**src/rtl/lsfr_pkg.sv**
```systemverilog
// ----------------------------------------------------------------------------
// lsfr_pkg
// Shared types, constants and helpers for the letter-skip find/replace block.
// ----------------------------------------------------------------------------
package lsfr_pkg;

  localparam int unsigned PATTERN_MAX  = 16;
  localparam int unsigned REPLACE_MAX  = 16;
  localparam int unsigned WINDOW_DEPTH = 32;
  localparam int unsigned RESULT_CAP   = 48;

  // window ring holds candidate plus rescan bytes, never more than WINDOW_DEPTH+1
  localparam int unsigned WIN_SLOTS = 2 * WINDOW_DEPTH;
  localparam int unsigned PTR_W     = $clog2(WIN_SLOTS);
  localparam int unsigned LEN_W     = 5;
  localparam int unsigned RES_W     = $clog2(RESULT_CAP + 1);

  localparam logic [7:0] CH_UPPER_A = 8'h41;
  localparam logic [7:0] CH_UPPER_Z = 8'h5A;
  localparam logic [7:0] CH_LOWER_A = 8'h61;
  localparam logic [7:0] CH_LOWER_Z = 8'h7A;
  localparam logic [7:0] CASE_DELTA = 8'h20;

  // register indexes on the config port
  typedef enum logic [2:0] {
    REG_PAT_LO   = 3'd0,
    REG_PAT_HI   = 3'd1,
    REG_PAT_LEN  = 3'd2,
    REG_REP_LO   = 3'd3,
    REG_REP_HI   = 3'd4,
    REG_REP_LEN  = 3'd5,
    REG_OUT_LIM  = 3'd6,
    REG_UNUSED   = 3'd7
  } reg_idx_e;

  // command passed from matcher to emitter
  typedef enum logic [1:0] {
    CMD_BYTE = 2'd0,
    CMD_REPL = 2'd1,
    CMD_END  = 2'd2,
    CMD_NONE = 2'd3
  } cmd_kind_e;

  typedef struct packed {
    cmd_kind_e  kind;
    logic [7:0] data;
    logic       eot;
  } cmd_t;

  typedef enum logic [1:0] {
    F_IDLE = 2'd0,
    F_RUN  = 2'd1,
    F_EVAL = 2'd2,
    F_FAIL = 2'd3
  } front_state_e;

  typedef enum logic {
    B_IDLE = 1'b0,
    B_REPL = 1'b1
  } back_state_e;

  function automatic logic is_letter(input logic [7:0] c);
    return ((c >= CH_UPPER_A) && (c <= CH_UPPER_Z)) ||
           ((c >= CH_LOWER_A) && (c <= CH_LOWER_Z));
  endfunction

  function automatic logic [7:0] fold(input logic [7:0] c);
    return ((c >= CH_UPPER_A) && (c <= CH_UPPER_Z)) ? c + CASE_DELTA : c;
  endfunction

  // byte k of a 16-byte string held as two 64-bit words
  function automatic logic [7:0] byte_of(input logic [63:0] lo, input logic [63:0] hi,
                                         input logic [3:0] k);
    logic [127:0] all;
    all = {hi, lo};
    return all[{k, 3'b000} +: 8];
  endfunction

  function automatic logic [LEN_W-1:0] sat_len(input logic [LEN_W-1:0] len,
                                               input logic [LEN_W-1:0] max);
    return (len > max) ? max : len;
  endfunction

endpackage

```
**src/rtl/lsfr_front.sv**
```systemverilog
// ----------------------------------------------------------------------------
// lsfr_front
// Matcher: accepts text bytes into a window ring, walks the candidate and
// issues byte / replacement / end-of-step commands.
// ----------------------------------------------------------------------------
module lsfr_front (
  input  logic               clk_i,
  input  logic               rst_ni,
  input  logic               in_valid_i,
  output logic               in_ready_o,
  input  logic [7:0]         in_byte_i,
  input  logic               in_eot_i,
  input  logic [63:0]        pat_lo_i,
  input  logic [63:0]        pat_hi_i,
  input  logic [4:0]         pat_len_i,
  output logic               cmd_valid_o,
  input  logic               cmd_ready_i,
  output lsfr_pkg::cmd_t     cmd_o
);
  import lsfr_pkg::*;

  front_state_e     state_q, state_d;
  logic [PTR_W-1:0] head_q, head_d, scan_q, scan_d, tail_q, tail_d;
  logic [4:0]       letters_q, letters_d;
  logic             eot_q, eot_d;
  logic [7:0]       rd_data_q;
  logic             rd_en, wr_en;
  logic [PTR_W-1:0] rd_addr;
  logic [PTR_W-1:0] pending;
  logic [4:0]       plen;
  logic             c_letter, c_match;

  logic [7:0] win_mem [WIN_SLOTS];

  // window ring: write at tail, registered read
  always_ff @(posedge clk_i) begin
    if (wr_en) begin
      win_mem[tail_q] <= in_byte_i;
    end
    if (rd_en) begin
      rd_data_q <= win_mem[rd_addr];
    end
  end

  assign pending  = scan_q - head_q;
  assign plen     = sat_len(pat_len_i, LEN_W'(PATTERN_MAX));
  assign c_letter = is_letter(rd_data_q);
  assign c_match  = c_letter &&
                    (fold(rd_data_q) == fold(byte_of(pat_lo_i, pat_hi_i, letters_q[3:0])));

  // control registers
  always_ff @(posedge clk_i or negedge rst_ni) begin
    if (!rst_ni) begin
      state_q   <= F_IDLE;
      head_q    <= '0;
      scan_q    <= '0;
      tail_q    <= '0;
      letters_q <= '0;
      eot_q     <= 1'b0;
    end else begin
      state_q   <= state_d;
      head_q    <= head_d;
      scan_q    <= scan_d;
      tail_q    <= tail_d;
      letters_q <= letters_d;
      eot_q     <= eot_d;
    end
  end

  // sequencer
  always_comb begin
    state_d     = state_q;
    head_d      = head_q;
    scan_d      = scan_q;
    tail_d      = tail_q;
    letters_d   = letters_q;
    eot_d       = eot_q;
    rd_en       = 1'b0;
    rd_addr     = scan_q;
    wr_en       = 1'b0;
    in_ready_o  = 1'b0;
    cmd_valid_o = 1'b0;
    cmd_o.kind  = CMD_BYTE;
    cmd_o.data  = rd_data_q;
    cmd_o.eot   = eot_q;
    unique case (state_q)
      F_IDLE: begin
        in_ready_o = 1'b1;
        if (in_valid_i) begin
          wr_en   = 1'b1;
          tail_d  = tail_q + 1'b1;
          eot_d   = in_eot_i;
          state_d = F_RUN;
        end
      end
      F_RUN: begin
        if (scan_q != tail_q) begin
          rd_en = 1'b1;
          if (pending >= PTR_W'(WINDOW_DEPTH)) begin
            rd_addr = head_q;
            state_d = F_FAIL;
          end else begin
            state_d = F_EVAL;
          end
        end else if (eot_q && (pending != '0)) begin
          rd_en   = 1'b1;
          rd_addr = head_q;
          state_d = F_FAIL;
        end else begin
          cmd_valid_o = 1'b1;
          cmd_o.kind  = CMD_END;
          if (cmd_ready_i) begin
            state_d = F_IDLE;
          end
        end
      end
      F_EVAL: begin
        if (pending == '0) begin
          if ((plen != '0) && c_match) begin
            if (plen == 5'd1) begin
              cmd_valid_o = 1'b1;
              cmd_o.kind  = CMD_REPL;
              if (cmd_ready_i) begin
                head_d  = scan_q + 1'b1;
                scan_d  = scan_q + 1'b1;
                state_d = F_RUN;
              end
            end else begin
              scan_d    = scan_q + 1'b1;
              letters_d = 5'd1;
              state_d   = F_RUN;
            end
          end else begin
            cmd_valid_o = 1'b1;
            if (cmd_ready_i) begin
              head_d  = scan_q + 1'b1;
              scan_d  = scan_q + 1'b1;
              state_d = F_RUN;
            end
          end
        end else if (!c_letter) begin
          // skipped non-letter joins the span
          scan_d  = scan_q + 1'b1;
          state_d = F_RUN;
        end else if (c_match) begin
          if ((letters_q + 5'd1) >= plen) begin
            cmd_valid_o = 1'b1;
            cmd_o.kind  = CMD_REPL;
            if (cmd_ready_i) begin
              head_d    = scan_q + 1'b1;
              scan_d    = scan_q + 1'b1;
              letters_d = '0;
              state_d   = F_RUN;
            end
          end else begin
            scan_d    = scan_q + 1'b1;
            letters_d = letters_q + 5'd1;
            state_d   = F_RUN;
          end
        end else begin
          rd_en   = 1'b1;
          rd_addr = head_q;
          state_d = F_FAIL;
        end
      end
      F_FAIL: begin
        // emit candidate's first byte, rescan from the next one
        cmd_valid_o = 1'b1;
        if (cmd_ready_i) begin
          head_d    = head_q + 1'b1;
          scan_d    = head_q + 1'b1;
          letters_d = '0;
          state_d   = F_RUN;
        end
      end
      default: state_d = F_IDLE;
    endcase
  end

endmodule

```
**src/rtl/lsfr_cmd_fifo.sv**
```systemverilog
// ----------------------------------------------------------------------------
// lsfr_cmd_fifo
// Short command queue between matcher and emitter.
// ----------------------------------------------------------------------------
module lsfr_cmd_fifo (
  input  logic           clk_i,
  input  logic           rst_ni,
  input  logic           push_valid_i,
  output logic           push_ready_o,
  input  lsfr_pkg::cmd_t push_cmd_i,
  output logic           pop_valid_o,
  input  logic           pop_i,
  output lsfr_pkg::cmd_t pop_cmd_o
);
  import lsfr_pkg::*;

  localparam int unsigned DEPTH = 4;
  localparam int unsigned AW    = $clog2(DEPTH);

  cmd_t          slots_q [DEPTH];
  logic [AW-1:0] wr_ptr_q, rd_ptr_q;
  logic [AW:0]   count_q;
  logic          do_push, do_pop;

  assign push_ready_o = (count_q != (AW + 1)'(DEPTH));
  assign pop_valid_o  = (count_q != '0);
  assign pop_cmd_o    = slots_q[rd_ptr_q];
  assign do_push      = push_valid_i && push_ready_o;
  assign do_pop       = pop_i && pop_valid_o;

  // storage
  always_ff @(posedge clk_i) begin
    if (do_push) begin
      slots_q[wr_ptr_q] <= push_cmd_i;
    end
  end

  // pointers
  always_ff @(posedge clk_i or negedge rst_ni) begin
    if (!rst_ni) begin
      wr_ptr_q <= '0;
      rd_ptr_q <= '0;
      count_q  <= '0;
    end else begin
      if (do_push) wr_ptr_q <= wr_ptr_q + 1'b1;
      if (do_pop)  rd_ptr_q <= rd_ptr_q + 1'b1;
      if (do_push && !do_pop)      count_q <= count_q + 1'b1;
      else if (do_pop && !do_push) count_q <= count_q - 1'b1;
    end
  end

endmodule

```
**src/rtl/lsfr_back.sv**
```systemverilog
// ----------------------------------------------------------------------------
// lsfr_back
// Emitter: expands commands into output bytes, applies the output limit and
// the per-step cap, and marks the last byte of each step.
// ----------------------------------------------------------------------------
module lsfr_back (
  input  logic           clk_i,
  input  logic           rst_ni,
  input  logic           cmd_valid_i,
  output logic           cmd_pop_o,
  input  lsfr_pkg::cmd_t cmd_i,
  input  logic [63:0]    rep_lo_i,
  input  logic [63:0]    rep_hi_i,
  input  logic [4:0]     rep_len_i,
  input  logic [7:0]     out_limit_i,
  output logic           out_valid_o,
  input  logic           out_ready_i,
  output logic [7:0]     out_byte_o,
  output logic           out_last_o,
  output logic           out_done_o
);
  import lsfr_pkg::*;

  back_state_e      state_q, state_d;
  logic             held_valid_q, held_valid_d;
  logic [7:0]       held_byte_q, held_byte_d;
  logic [RES_W-1:0] res_cnt_q, res_cnt_d;
  logic [7:0]       sent_q, sent_d;
  logic [3:0]       k_q, k_d;
  logic             out_valid_q, out_valid_d;
  logic [7:0]       out_byte_q, out_byte_d;
  logic             out_last_q, out_last_d, out_done_q, out_done_d;
  logic             out_free, allowed, emit_req, emit_done;
  logic [7:0]       emit_byte;
  logic [4:0]       rlen;

  assign out_valid_o = out_valid_q;
  assign out_byte_o  = out_byte_q;
  assign out_last_o  = out_last_q;
  assign out_done_o  = out_done_q;

  assign rlen      = sat_len(rep_len_i, LEN_W'(REPLACE_MAX));
  assign out_free  = !out_valid_q || out_ready_i;
  assign allowed   = (res_cnt_q < RES_W'(RESULT_CAP)) && (sent_q < out_limit_i);
  assign emit_done = !allowed || !held_valid_q || out_free;

  // output payload
  always_ff @(posedge clk_i) begin
    out_byte_q  <= out_byte_d;
    out_last_q  <= out_last_d;
    out_done_q  <= out_done_d;
    held_byte_q <= held_byte_d;
  end

  // control registers
  always_ff @(posedge clk_i or negedge rst_ni) begin
    if (!rst_ni) begin
      state_q      <= B_IDLE;
      held_valid_q <= 1'b0;
      res_cnt_q    <= '0;
      sent_q       <= '0;
      k_q          <= '0;
      out_valid_q  <= 1'b0;
    end else begin
      state_q      <= state_d;
      held_valid_q <= held_valid_d;
      res_cnt_q    <= res_cnt_d;
      sent_q       <= sent_d;
      k_q          <= k_d;
      out_valid_q  <= out_valid_d;
    end
  end

  // command execution; one byte is held back until the next one or the
  // end of the step decides its last mark
  always_comb begin
    state_d      = state_q;
    held_valid_d = held_valid_q;
    held_byte_d  = held_byte_q;
    res_cnt_d    = res_cnt_q;
    sent_d       = sent_q;
    k_d          = k_q;
    out_valid_d  = out_valid_q && !out_ready_i;
    out_byte_d   = out_byte_q;
    out_last_d   = out_last_q;
    out_done_d   = out_done_q;
    cmd_pop_o    = 1'b0;
    emit_req     = 1'b0;
    emit_byte    = cmd_i.data;

    unique case (state_q)
      B_IDLE: begin
        if (cmd_valid_i) begin
          unique case (cmd_i.kind)
            CMD_BYTE: begin
              emit_req  = 1'b1;
              cmd_pop_o = emit_done;
            end
            CMD_REPL: begin
              if (rlen == '0) begin
                cmd_pop_o = 1'b1;
              end else begin
                k_d     = '0;
                state_d = B_REPL;
              end
            end
            CMD_END: begin
              if (!held_valid_q || out_free) begin
                if (held_valid_q) begin
                  out_valid_d  = 1'b1;
                  out_byte_d   = held_byte_q;
                  out_last_d   = 1'b1;
                  out_done_d   = cmd_i.eot;
                  held_valid_d = 1'b0;
                end
                res_cnt_d = '0;
                if (cmd_i.eot) sent_d = '0;
                cmd_pop_o = 1'b1;
              end
            end
            default: cmd_pop_o = 1'b1;
          endcase
        end
      end
      B_REPL: begin
        emit_req  = 1'b1;
        emit_byte = byte_of(rep_lo_i, rep_hi_i, k_q);
        if (emit_done) begin
          if (({1'b0, k_q} + 5'd1) >= rlen) begin
            cmd_pop_o = 1'b1;
            state_d   = B_IDLE;
          end else begin
            k_d = k_q + 1'b1;
          end
        end
      end
      default: state_d = B_IDLE;
    endcase

    // shared emit path
    if (emit_req && allowed && emit_done) begin
      if (held_valid_q) begin
        out_valid_d = 1'b1;
        out_byte_d  = held_byte_q;
        out_last_d  = 1'b0;
        out_done_d  = 1'b0;
      end
      held_valid_d = 1'b1;
      held_byte_d  = emit_byte;
      res_cnt_d    = res_cnt_q + 1'b1;
      sent_d       = sent_q + 1'b1;
    end
  end

endmodule

```
**src/rtl/letter_skip_find_replace.sv**
```systemverilog
// ----------------------------------------------------------------------------
// letter_skip_find_replace
// Case-insensitive find/replace over a byte stream with letter skipping.
// ----------------------------------------------------------------------------
//  channel   | dir | tdata / data          | tlast       | tuser
//  s_axis    | in  | [7:0] text_byte       | end_of_text | -
//  m_axis    | out | [7:0] out_byte        | run_last    | text_done
//  apb       | in  | 64-bit regs at 8*i    | -           | -
//
//  A byte that passes straight through takes the matcher steps accept, window
//  read, evaluate, end-of-step command; each further byte scanned adds a read
//  and an evaluate, a failed candidate a fail step and a rescan of its bytes.
//  Replacements leave the emitter at one byte per cycle unless output stalls.
//  The window ring has a single read port, which sets the matcher rate.
//  Reset clears pointers and counters; the window needs no clearing.
//  Either side may stall independently through the four-entry command queue.
// ----------------------------------------------------------------------------
module letter_skip_find_replace (
  input  logic        clk_i,
  input  logic        rst_ni,
  input  logic        s_axis_tvalid,
  output logic        s_axis_tready,
  input  logic [7:0]  s_axis_tdata,   // [7:0] text_byte
  input  logic        s_axis_tlast,
  output logic        m_axis_tvalid,
  input  logic        m_axis_tready,
  output logic [7:0]  m_axis_tdata,   // [7:0] out_byte
  output logic        m_axis_tlast,
  output logic        m_axis_tuser,   // [0] text_done
  input  logic        psel,
  input  logic        penable,
  input  logic        pwrite,
  input  logic [5:0]  paddr,
  input  logic [63:0] pwdata,
  output logic [63:0] prdata,
  output logic        pready
);
  import lsfr_pkg::*;

  logic [63:0] pat_lo_q, pat_hi_q, rep_lo_q, rep_hi_q;
  logic [4:0]  pat_len_q, rep_len_q;
  logic [7:0]  out_limit_q;
  reg_idx_e    reg_idx;
  logic        cfg_wr;
  logic        f_cmd_valid, f_cmd_ready, q_valid, q_pop;
  cmd_t        f_cmd, q_cmd;

  assign pready  = 1'b1;
  assign reg_idx = reg_idx_e'(paddr[5:3]);
  assign cfg_wr  = psel && penable && pwrite;

  // configuration registers
  always_ff @(posedge clk_i or negedge rst_ni) begin
    if (!rst_ni) begin
      pat_lo_q    <= '0;
      pat_hi_q    <= '0;
      pat_len_q   <= '0;
      rep_lo_q    <= '0;
      rep_hi_q    <= '0;
      rep_len_q   <= '0;
      out_limit_q <= 8'd199;
    end else if (cfg_wr) begin
      unique case (reg_idx)
        REG_PAT_LO:  pat_lo_q    <= pwdata;
        REG_PAT_HI:  pat_hi_q    <= pwdata;
        REG_PAT_LEN: pat_len_q   <= pwdata[4:0];
        REG_REP_LO:  rep_lo_q    <= pwdata;
        REG_REP_HI:  rep_hi_q    <= pwdata;
        REG_REP_LEN: rep_len_q   <= pwdata[4:0];
        REG_OUT_LIM: out_limit_q <= pwdata[7:0];
        default: ;
      endcase
    end
  end

  // register readback
  always_comb begin
    unique case (reg_idx)
      REG_PAT_LO:  prdata = pat_lo_q;
      REG_PAT_HI:  prdata = pat_hi_q;
      REG_PAT_LEN: prdata = {59'd0, pat_len_q};
      REG_REP_LO:  prdata = rep_lo_q;
      REG_REP_HI:  prdata = rep_hi_q;
      REG_REP_LEN: prdata = {59'd0, rep_len_q};
      REG_OUT_LIM: prdata = {56'd0, out_limit_q};
      default:     prdata = '0;
    endcase
  end

  lsfr_front u_front (
    .clk_i       (clk_i),
    .rst_ni      (rst_ni),
    .in_valid_i  (s_axis_tvalid),
    .in_ready_o  (s_axis_tready),
    .in_byte_i   (s_axis_tdata),
    .in_eot_i    (s_axis_tlast),
    .pat_lo_i    (pat_lo_q),
    .pat_hi_i    (pat_hi_q),
    .pat_len_i   (pat_len_q),
    .cmd_valid_o (f_cmd_valid),
    .cmd_ready_i (f_cmd_ready),
    .cmd_o       (f_cmd)
  );

  lsfr_cmd_fifo u_fifo (
    .clk_i        (clk_i),
    .rst_ni       (rst_ni),
    .push_valid_i (f_cmd_valid),
    .push_ready_o (f_cmd_ready),
    .push_cmd_i   (f_cmd),
    .pop_valid_o  (q_valid),
    .pop_i        (q_pop),
    .pop_cmd_o    (q_cmd)
  );

  lsfr_back u_back (
    .clk_i       (clk_i),
    .rst_ni      (rst_ni),
    .cmd_valid_i (q_valid),
    .cmd_pop_o   (q_pop),
    .cmd_i       (q_cmd),
    .rep_lo_i    (rep_lo_q),
    .rep_hi_i    (rep_hi_q),
    .rep_len_i   (rep_len_q),
    .out_limit_i (out_limit_q),
    .out_valid_o (m_axis_tvalid),
    .out_ready_i (m_axis_tready),
    .out_byte_o  (m_axis_tdata),
    .out_last_o  (m_axis_tlast),
    .out_done_o  (m_axis_tuser)
  );

endmodule

```
**config.mk**
```make
export PLATFORM = sky130hd
export DESIGN_NAME = letter_skip_find_replace
export DESIGN_NICKNAME = d
export VERILOG_FILES = /design/src/rtl/lsfr_pkg.sv /design/src/rtl/lsfr_front.sv /design/src/rtl/lsfr_cmd_fifo.sv /design/src/rtl/lsfr_back.sv /design/src/rtl/letter_skip_find_replace.sv
export SDC_FILE = /design/constraint.sdc
export NUM_CORES = 1
export LEC_CHECK = 0
export BUFFER_PORTS_ARGS = -buffer_cell sky130_fd_sc_hd__buf_2
export CAP_MARGIN = 20
export CORE_MARGIN = 5
export CORE_UTILIZATION = 50
export CTS_CLUSTER_SIZE = 25
export DETAILED_ROUTE_END_ITERATION = 10
export PLACE_DENSITY_LB_ADDON = 0.2
export SKIP_CTS_REPAIR_TIMING = 1
export SLEW_MARGIN = 25
export SYNTH_ARGS = -nofsm -noshare
export SYNTH_HDL_FRONTEND = slang
export SYNTH_SLANG_ARGS = --single-unit
```
**constraint.sdc**
```tcl
create_clock -name clk_i -period 5.08 [get_ports clk_i]
set_input_delay 0.762 -clock clk_i [delete_from_list [all_inputs] [get_ports clk_i]]
set_output_delay 0.762 -clock clk_i [all_outputs]
set_load 0.01 [all_outputs]
```
==> key figures, run 1 <==
Detailed routing
  – Number of detailed-route iterations in the first pass: 5
  – Vias per cell: a little over 6
  – DRT iter0 DRCs: roughly 2,500
  – WL/cell: approximately 26 um
  – Vias: about 28,000
  – Final wirelength: ~120,000 um
  – Antenna-violating nets left: 0
  – DR DRC count: 0

Synth
  – Largest family of logic cells by synthesized area: multiplexers
  – Post-synthesis xor/xnor area fraction: less than 1%
  – Async SR Flop Fraction: 36.0%
  – Sequential area share after synthesis: a little over 60%
  – Compound-Gate Fraction of Synth Area: 9.39%
  – Mux cell area share after synthesis: 16.1%
  – Ys flop type: edfxtp_1
  – Number of flops mapped to enable cells by yosys: between 500 and 600
  – Number of synthesized register bits: 910
  – Number of library cell types mapped by synthesis: 86
  – Syn_area_per_cell: about 14 sq um
  – Synth warn: 0
  – Post-synthesis adder-cell area fraction: under 10%
  – Gate Count Post-Synth: roughly 3,000
  – Simple-gate share of the synthesized area: 7.87%
  – Synthesized area: about 41,000 sq um
  – Mapped Nets: about 3,200

Layout
  – Filler Cells Inserted: around 6,300
  – Layout Nets: approximately 3,500
  – Fin cells: about 4,500
  – Synthesis-to-layout area growth: 18.4%
  – Area of the multi-input gates: between 15,000 and 20,000 sq um
  – Most frequent cells in the layout: 572 x edfxtp_1, 319 x dfrtp_1, 288 x mux2_2, 280 x nor2_1, 272 x nand2_1
  – Most common cell after layout, fill and taps aside: edfxtp_1
  – Fraction of layout cells with a size suffix above 1: between 30% and 40%
  – Layout Utilization: 59.6%
  – FF/Latch Area: about 26,000 sq um
  – Final design area excluding fillers: 48,900 sq um

Clocking
  – Skew-Pair Late Insertion Delay: 680 ps
  – Root buffer cell: clkbuf_16
  – Cts bufs inserted: 94
  – CTS max path bufs: 3
  – Clock Sinks: 910
  – Clock-pin slew on the worst setup and hold paths: ~60 ps
  – CTS tree: yes
  – H-tree Lvls: 3

Setup path
  – CP Cell Sequence: buf_12, buf_4, mux4_2, a22oi_2, nand2_2, buf_4, a32oi_2, nand4_1, or3_4, a221oi_4, buf_6, a311oi_4, a221oi_4, buf_12, buf_12, buf_16, nand2_1, a32oi_2, o211ai_1, o221ai_2, o22ai_2, buf_4, nor3_1
  – Critical path type: register to register
  – Startpoint Class: register
  – Largest fanout on the critical path: 26
  – WP data arrival: roughly 5900 ps
  – Slowest cell delay on critical path: 560 ps
  – Data required time of the worst path: ~5600 ps
  – Critical path capture point type: register
  – Slowest CP cell: mux4_2

Global routing
  – Pin count of the biggest net entering global routing: 112
  – Initial antenna violation count: 13
  – Global-route wire length before repair: 170,000 um
  – All-Layer GR Usage: roughly 25%
  – Total gr overflow: 0
  – Vias in the first global route: 27,656

Die
  – Core Footprint: 82,000 sq um
  – Vert. Die Dim: between 200 and 300 um
  – Cell row count: between 100 and 150
  – Io pins: about 160
  – Die width: 297 um
  – Die area: between 80,000 and 90,000 sq um
  – Initial Util: approximately 50%

Timing
  – Slew Limit Fails: 0
  – Tmin final: 5400 ps
  – Final worst slack: -322 ps
  – Relative slew slack: approximately 26%
  – # setup viols final: 8
  – Least-Margin Pin Slew: roughly 1100 ps
  – Fmax: 0.185 GHz
  – Final Hold Viols: 0
  – Unrepaired setup endpoints after global routing: yes
  – Period utilization: 106%
  – Clk_skew: between 40 and 50 ps

Hold path
  – Hold Crit Class: primary input to async pin

Power
  – Peak supply drop: 469 uV
  – P_int: just over 20,000 uW
  – Combinational fraction of design power: 51.8%
  – Clk pwr share: 20.0%
  – Switching Share: about two fifths
  – Switch Pwr: around 14,000 uW
  – Sequential power share: between 20% and 30%
  – Leakage: between 0.015 and 0.02 uW
  – Pwr per Cell Area: 702 nW/um^2

Outcome
  – Status: finished, violations left
  – Failing checks: setup timing

Place
  – GP Congestion: approximately 0.89
  – Setup WS pre-CTS: -461 ps
  – Placed cells: around 4,300
  – IO buf count: between 150 and 200
  – DP Area: about 45,000 sq um
  – Final HPWL DP: roughly 75,000 um

Job
  – Number of max-cap violations: 0
==> stage by stage <==
stage | setup TNS (ps) | hold WS (ps) | power [uW]
finish | -2090 | 125 | 34300
global route | -3570 | 182 | 36000
CTS | -3360 | 143 | 31900
detailed placement | -2800 | 463 | 25000
global placement | -2390 | 459 | 24600
floorplan | 0 | 449 | 19200
==> sequential cells by signal, indices dropped and copies added (netlist names), 2 cells and up <==
signal              cells
u_front.win_mem       512
u_back.held_byte_q      8
u_fifo.wr_ptr_q         2
u_back.k_q              4
u_front.scan_q          6
u_front.letters_q       5
u_fifo.slots_q         44
u_back.out_byte_o       8
u_front.rd_data_q       8
pat_lo_q               64
u_front.tail_q          6
rep_len_q               5
rep_lo_q               64
pat_len_q               5
rep_hi_q               64
u_fifo.count_q          3
u_front.head_q          6
u_back.sent_q           8
u_front.state_q         2
u_fifo.rd_ptr_q         2
u_back.res_cnt_q        6
pat_hi_q               64
out_limit_q             8
==> Yosys cell counts, types with 23 or more instances <==
cell type | instances | area (sq um)
o21ai_1 | 31 | 155
mux2_2 | 288 | 3240
nor2_1 | 285 | 1070
nand3_1 | 41 | 205
a21oi_1 | 98 | 490
o221ai_1 | 23 | 201
nand2_1 | 274 | 1030
buf_2 | 28 | 140
o211ai_1 | 25 | 188
a221oi_1 | 26 | 228
clkbuf_1 | 108 | 405
o21ai_0 | 72 | 360
edfxtp_1 | 572 | 17200
mux2i_1 | 163 | 1630
mux4_2 | 77 | 1730
a22oi_1 | 129 | 968
a32oi_1 | 32 | 280
dfrtp_1 | 323 | 8080
inv_1 | 36 | 135
ha_1 | 41 | 513
==> critical path: cells and delay by family (launching register included) <==
family,cells,cell delay [ps]
AOI/OAI and AO/OA,9,1930
buffers and inverters,8,1320
DFF,1,410
muxes,1,560
and+or+nand+nor,5,940
==> power groups by stage <==
stage | combinational, uW | clock [uW] | sequential, uW
final | 17800 | 6880 | 9680
after global routing | 18900 | 7300 | 9770
after CTS | 15300 | 6990 | 9650
after detailed placement | 15200 | 0 | 9790
after global placement | 14800 | 0 | 9730
after floorplan | 9750 | 0 | 9440
==> layer usage <==
metal | vias up | global-route usage [%] | wire [um]
li1 | 12175 | - | -
met1 | 14005 | 34.1 | 46600
met2 | 1211 | 39.9 | 55400
met4 | 2 | 9.18 | 4340
met5 | - | 0 | 13
met3 | 238 | 4.66 | 9050
==> path summary, 6_finish.rpt <==
path,from,end,slack [ps],cells after the start
setup / recovery,u_front.letters_q[0],u_front.rd_data_q[5],-320,23
hold / removal,rst_ni,rep_lo_q[7],120,1
setup reg to reg,u_front.letters_q[0],u_front.rd_data_q[5],-320,23
hold reg to reg,u_back.held_byte_q[7],u_back.out_byte_o[7],470,1
max in group asynchronous,rst_ni,rep_lo_q[41],3680,2
min in group clk_i,pwdata[6],out_limit_q[6],350,3
==> logic make-up after synthesis <==
family | after synthesis
xor gates and xnor gates | 36
buffers and inverters | 223
DFF | 910
adders and majority gates | 42
and+or+nand+nor | 746
other | 1
AOI/OAI and AO/OA | 543
muxes | 529
==> layout make-up <==
type / count / share of cell area [%]
antenna: 11 / 0.0563
clock buffer: 125 / 5.24
clock inverter: 51 / 1.12
inverter: 39 / 0.305
multi-input combinational: 1897 / 31.2
sequential: 910 / 52.4
tap: 1070 / 2.74
timing repair buffer: 412 / 7.04
(Power assumes the default switching activity.)
==> run 2, diff against run 1 <==
--- a/config.mk
+++ b/config.mk
@@ -7,13 +7,12 @@
 export LEC_CHECK = 0
 export BUFFER_PORTS_ARGS = -buffer_cell sky130_fd_sc_hd__buf_2
 export CAP_MARGIN = 20
-export CORE_MARGIN = 5
+export CORE_MARGIN = 2
 export CORE_UTILIZATION = 50
 export CTS_CLUSTER_SIZE = 25
 export DETAILED_ROUTE_END_ITERATION = 10
-export PLACE_DENSITY_LB_ADDON = 0.2
+export PLACE_DENSITY = 0.73
 export SKIP_CTS_REPAIR_TIMING = 1
-export SLEW_MARGIN = 25
 export SYNTH_ARGS = -nofsm -noshare
 export SYNTH_HDL_FRONTEND = slang
 export SYNTH_SLANG_ARGS = --single-unit
==> run 2 against run 1 <==
The flow still finishes with violations (setup timing). Clock skew is 14 ps higher. Die area shrank 4.0%. Routed wire length is 6.2% lower. Critical path type unchanged. Largest cell class unchanged.
==> key figures, run 2 (same netlist as run 1, synthesis figures left out) <==
Setup path
  – Largest fanout on the critical path: 8 (-69%)
  – Data required time of the worst path: 5600 ps (+40 ps)
  – Startpoint Class: register
  – CP delay by family, top: compound AO/OA/AOI/OAI gates
  – Cell mode on critical path: buf_12
  – CP Cell Sequence: buf_12, buf_12, buf_12, mux4_2, a22oi_2, nand2_2, buf_6, a32oi_1, nand4_1, or3_4, a221oi_4, a311oi_4, o211ai_1, o221ai_4, buf_12, buf_12, buf_4, a221oi_1, o21ai_1, a21oi_1, nor4_1, buf_4, nor3_1
  – Slowest cell delay on critical path: 570 ps (about the same)
  – Slowest CP cell: mux4_2
  – WP buf/inv: 8 (unchanged)
  – Critical path capture point type: register
  – Critical path type: register to register
  – WP data arrival: 5890 ps (about the same)

Timing
  – Final Hold Viols: 0 (unchanged)
  – Final worst slack: -290 ps (+32.4 ps)
  – Clk_skew: 60.3 ps (+14.5 ps)
  – Period utilization: 106% (-0.64 points)
  – Unrepaired setup endpoints after global routing: yes
  – Slew Limit Fails: 0 (unchanged)
  – Tmin final: 5370 ps (-32.4 ps)
  – WHS: 163 ps (+37.8 ps)
  – Fmax: 0.186 GHz (+0.60%)
  – Relative slew slack: 28.5% (+3.0 points)
  – Least-Margin Pin Slew: 1070 ps (-44.9 ps)
  – # setup viols final: 8 (unchanged)

Global routing
  – Vias in the first global route: 26,689 (-3.5%)
  – All-Layer GR Usage: 24.6% (-0.22 points)
  – Routing usage on met2: 39.1% (-0.85 points)
  – Pin count of the biggest net entering global routing: 117 (+4.5%)
  – Initial antenna violation count: 12 (-1)
  – Most crowded layer after global routing: met2
  – Met3 usage in global routing: 4.45% (-0.20 points)
  – Global-route wire length before repair: 161,000 um (-5.1%)
  – Met1 Use GR: 34.0% (-0.11 points)
  – Total gr overflow: 0 (unchanged)

Layout
  – Final design area excluding fillers: 48,800 sq um (-0.25%)
  – Fraction of layout cells with a size suffix above 1: 31.7% (+0.33 points)
  – Layout Utilization: 59.5% (-0.15 points)
  – Synthesis-to-layout area growth: 18.1%
  – Largest Register: u_front.win_mem
  – Fin cells: 4,510 (-0.11%)
  – Layout Nets: 3,478 (-0.11%)
  – Most frequent cells in the layout: 572 x edfxtp_1, 319 x dfrtp_1, 287 x mux2_2, 278 x nor2_1, 271 x nand2_1
  – Max FFs per register: 512 (unchanged)
  – Most common cell after layout, fill and taps aside: edfxtp_1

Power
  – Tot Pwr: 33,900 uW (-1.3%)
  – Leakage: 0.0190 uW (-0.34%)
  – Peak supply drop: 721 uV (+54%)
  – Pwr per Cell Area: 695 nW/um^2 (-1.0%)

Die
  – Die width: 291 um (-2.0%)
  – Vert. Die Dim: 291 um (-2.0%)
  – Die area: 84,900 sq um (-4.0%)
  – Io pins: 163 (unchanged)
  – Core Footprint: 82,000 sq um (unchanged)
  – Cell row count: 105 (unchanged)
  – Initial Util: 50.4% (unchanged)

Clocking
  – CTS max path bufs: 3 (unchanged)
  – Clock-pin slew on the worst setup and hold paths: 60 ps (about the same)
  – H-tree Lvls: 3 (unchanged)
  – Clock Sinks: 910 (unchanged)
  – Cts bufs inserted: 94 (unchanged)
  – Skew-Pair Late Insertion Delay: 680 ps (about the same)
  – Root buffer cell: clkbuf_16
  – CTS tree: yes

Job
  – Number of max-cap violations: 0 (unchanged)

Place
  – Placed cells: 4,286 (-0.093%)
  – IO buf count: 158 (unchanged)
  – GP Congestion: 0.897 (+0.45%)
  – Final HPWL DP: 69,000 um (-8.5%)
  – DP Area: 44,500 sq um (-0.30%)

Detailed routing
  – DR DRC count: 0 (unchanged)
  – Vias: 27,460 (-0.62%)
  – Number of detailed-route iterations in the first pass: 6 (+1)
  – WL/cell: 24.0 um (-6.1%)
  – Vias per cell: 6.09 (-0.51%)
  – DRT iter0 DRCs: 2,889 (+15%)
  – Antenna-violating nets left: 0 (unchanged)
  – Final wirelength: 108,000 um (-6.2%)

Hold path
  – Hold Crit Class: primary input to async pin

Outcome
  – Failing checks: setup timing
  – Status: finished, violations left
## run 2: cell types whose count changed in the layout (fill, tap and decap cells not counted), sizes merged
cell | previous run | this run
clkbuf | 136 | 130
clkinv | 37 | 43
diode | 11 | 13
clkinvlp | 6 | 2
buf | 401 | 399
bufinv | 7 | 6
## run 2: final timing paths
path	from	end	slack [ps]	cells after the start
setup reg to reg	u_front.letters_q[0]	u_front.rd_data_q[1]	-290	23
setup / recovery	u_front.letters_q[0]	u_front.rd_data_q[1]	-290	23
hold / removal	rst_ni	rep_lo_q[21]	160	1
max in group asynchronous	rst_ni	u_fifo.wr_ptr_q[1]	3680	2
hold reg to reg	u_back.out_byte_o[4]	u_back.out_byte_o[4]	470	1
min in group clk_i	pwdata[6]	out_limit_q[6]	350	3
## run 2: cell type report
type,count,area (sq um)
flip-flops and latches,910,25600
fillers,6177,33200
clock buffers,121,2510
well taps,1070,1340
repair buffers,408,3290
diodes,13,32.5
clock inverters,52,552
multi-input cells,1897,15300
inverters,39,149
## run 2: power breakdown
part	total (uW)	internal [uW]	switching, uW
logic	17400	7850	9590
registers	9660	8860	800
clock network	6780	3840	2940
total	33900	20500	13300
## run 2: routing by layer
metal | up-vias | wire [um]
li1 | 12168 | -
met1 | 13842 | 43900
met2 | 1228 | 51500
met3 | 220 | 8630
met4 | 2 | 4130
met5 | - | 13
## run 2: worst reg2reg max path, stage by stage (launching register included)
cell and delay, ps:
dfrtp_2 400, buf_12 150, buf_12 140, buf_12 100, mux4_2 570, a22oi_2 230, nand2_2 140, buf_6 150
a32oi_1 200, nand4_1 110, or3_4 390, a221oi_4 260, a311oi_4 200, o211ai_1 390, o221ai_4 200, buf_12 210
buf_12 140, buf_4 130, a221oi_1 360, o21ai_1 200, a21oi_1 160, nor4_1 70, buf_4 160, nor3_1 160
## run 2: metrics by stage
stage	worst slack (ps)	TNS, ps
global route	-540	-3630
global placement	-348	-1850
detailed placement	-427	-2660
floorplan	232	0
finish	-290	-1830
CTS	-472	-2960
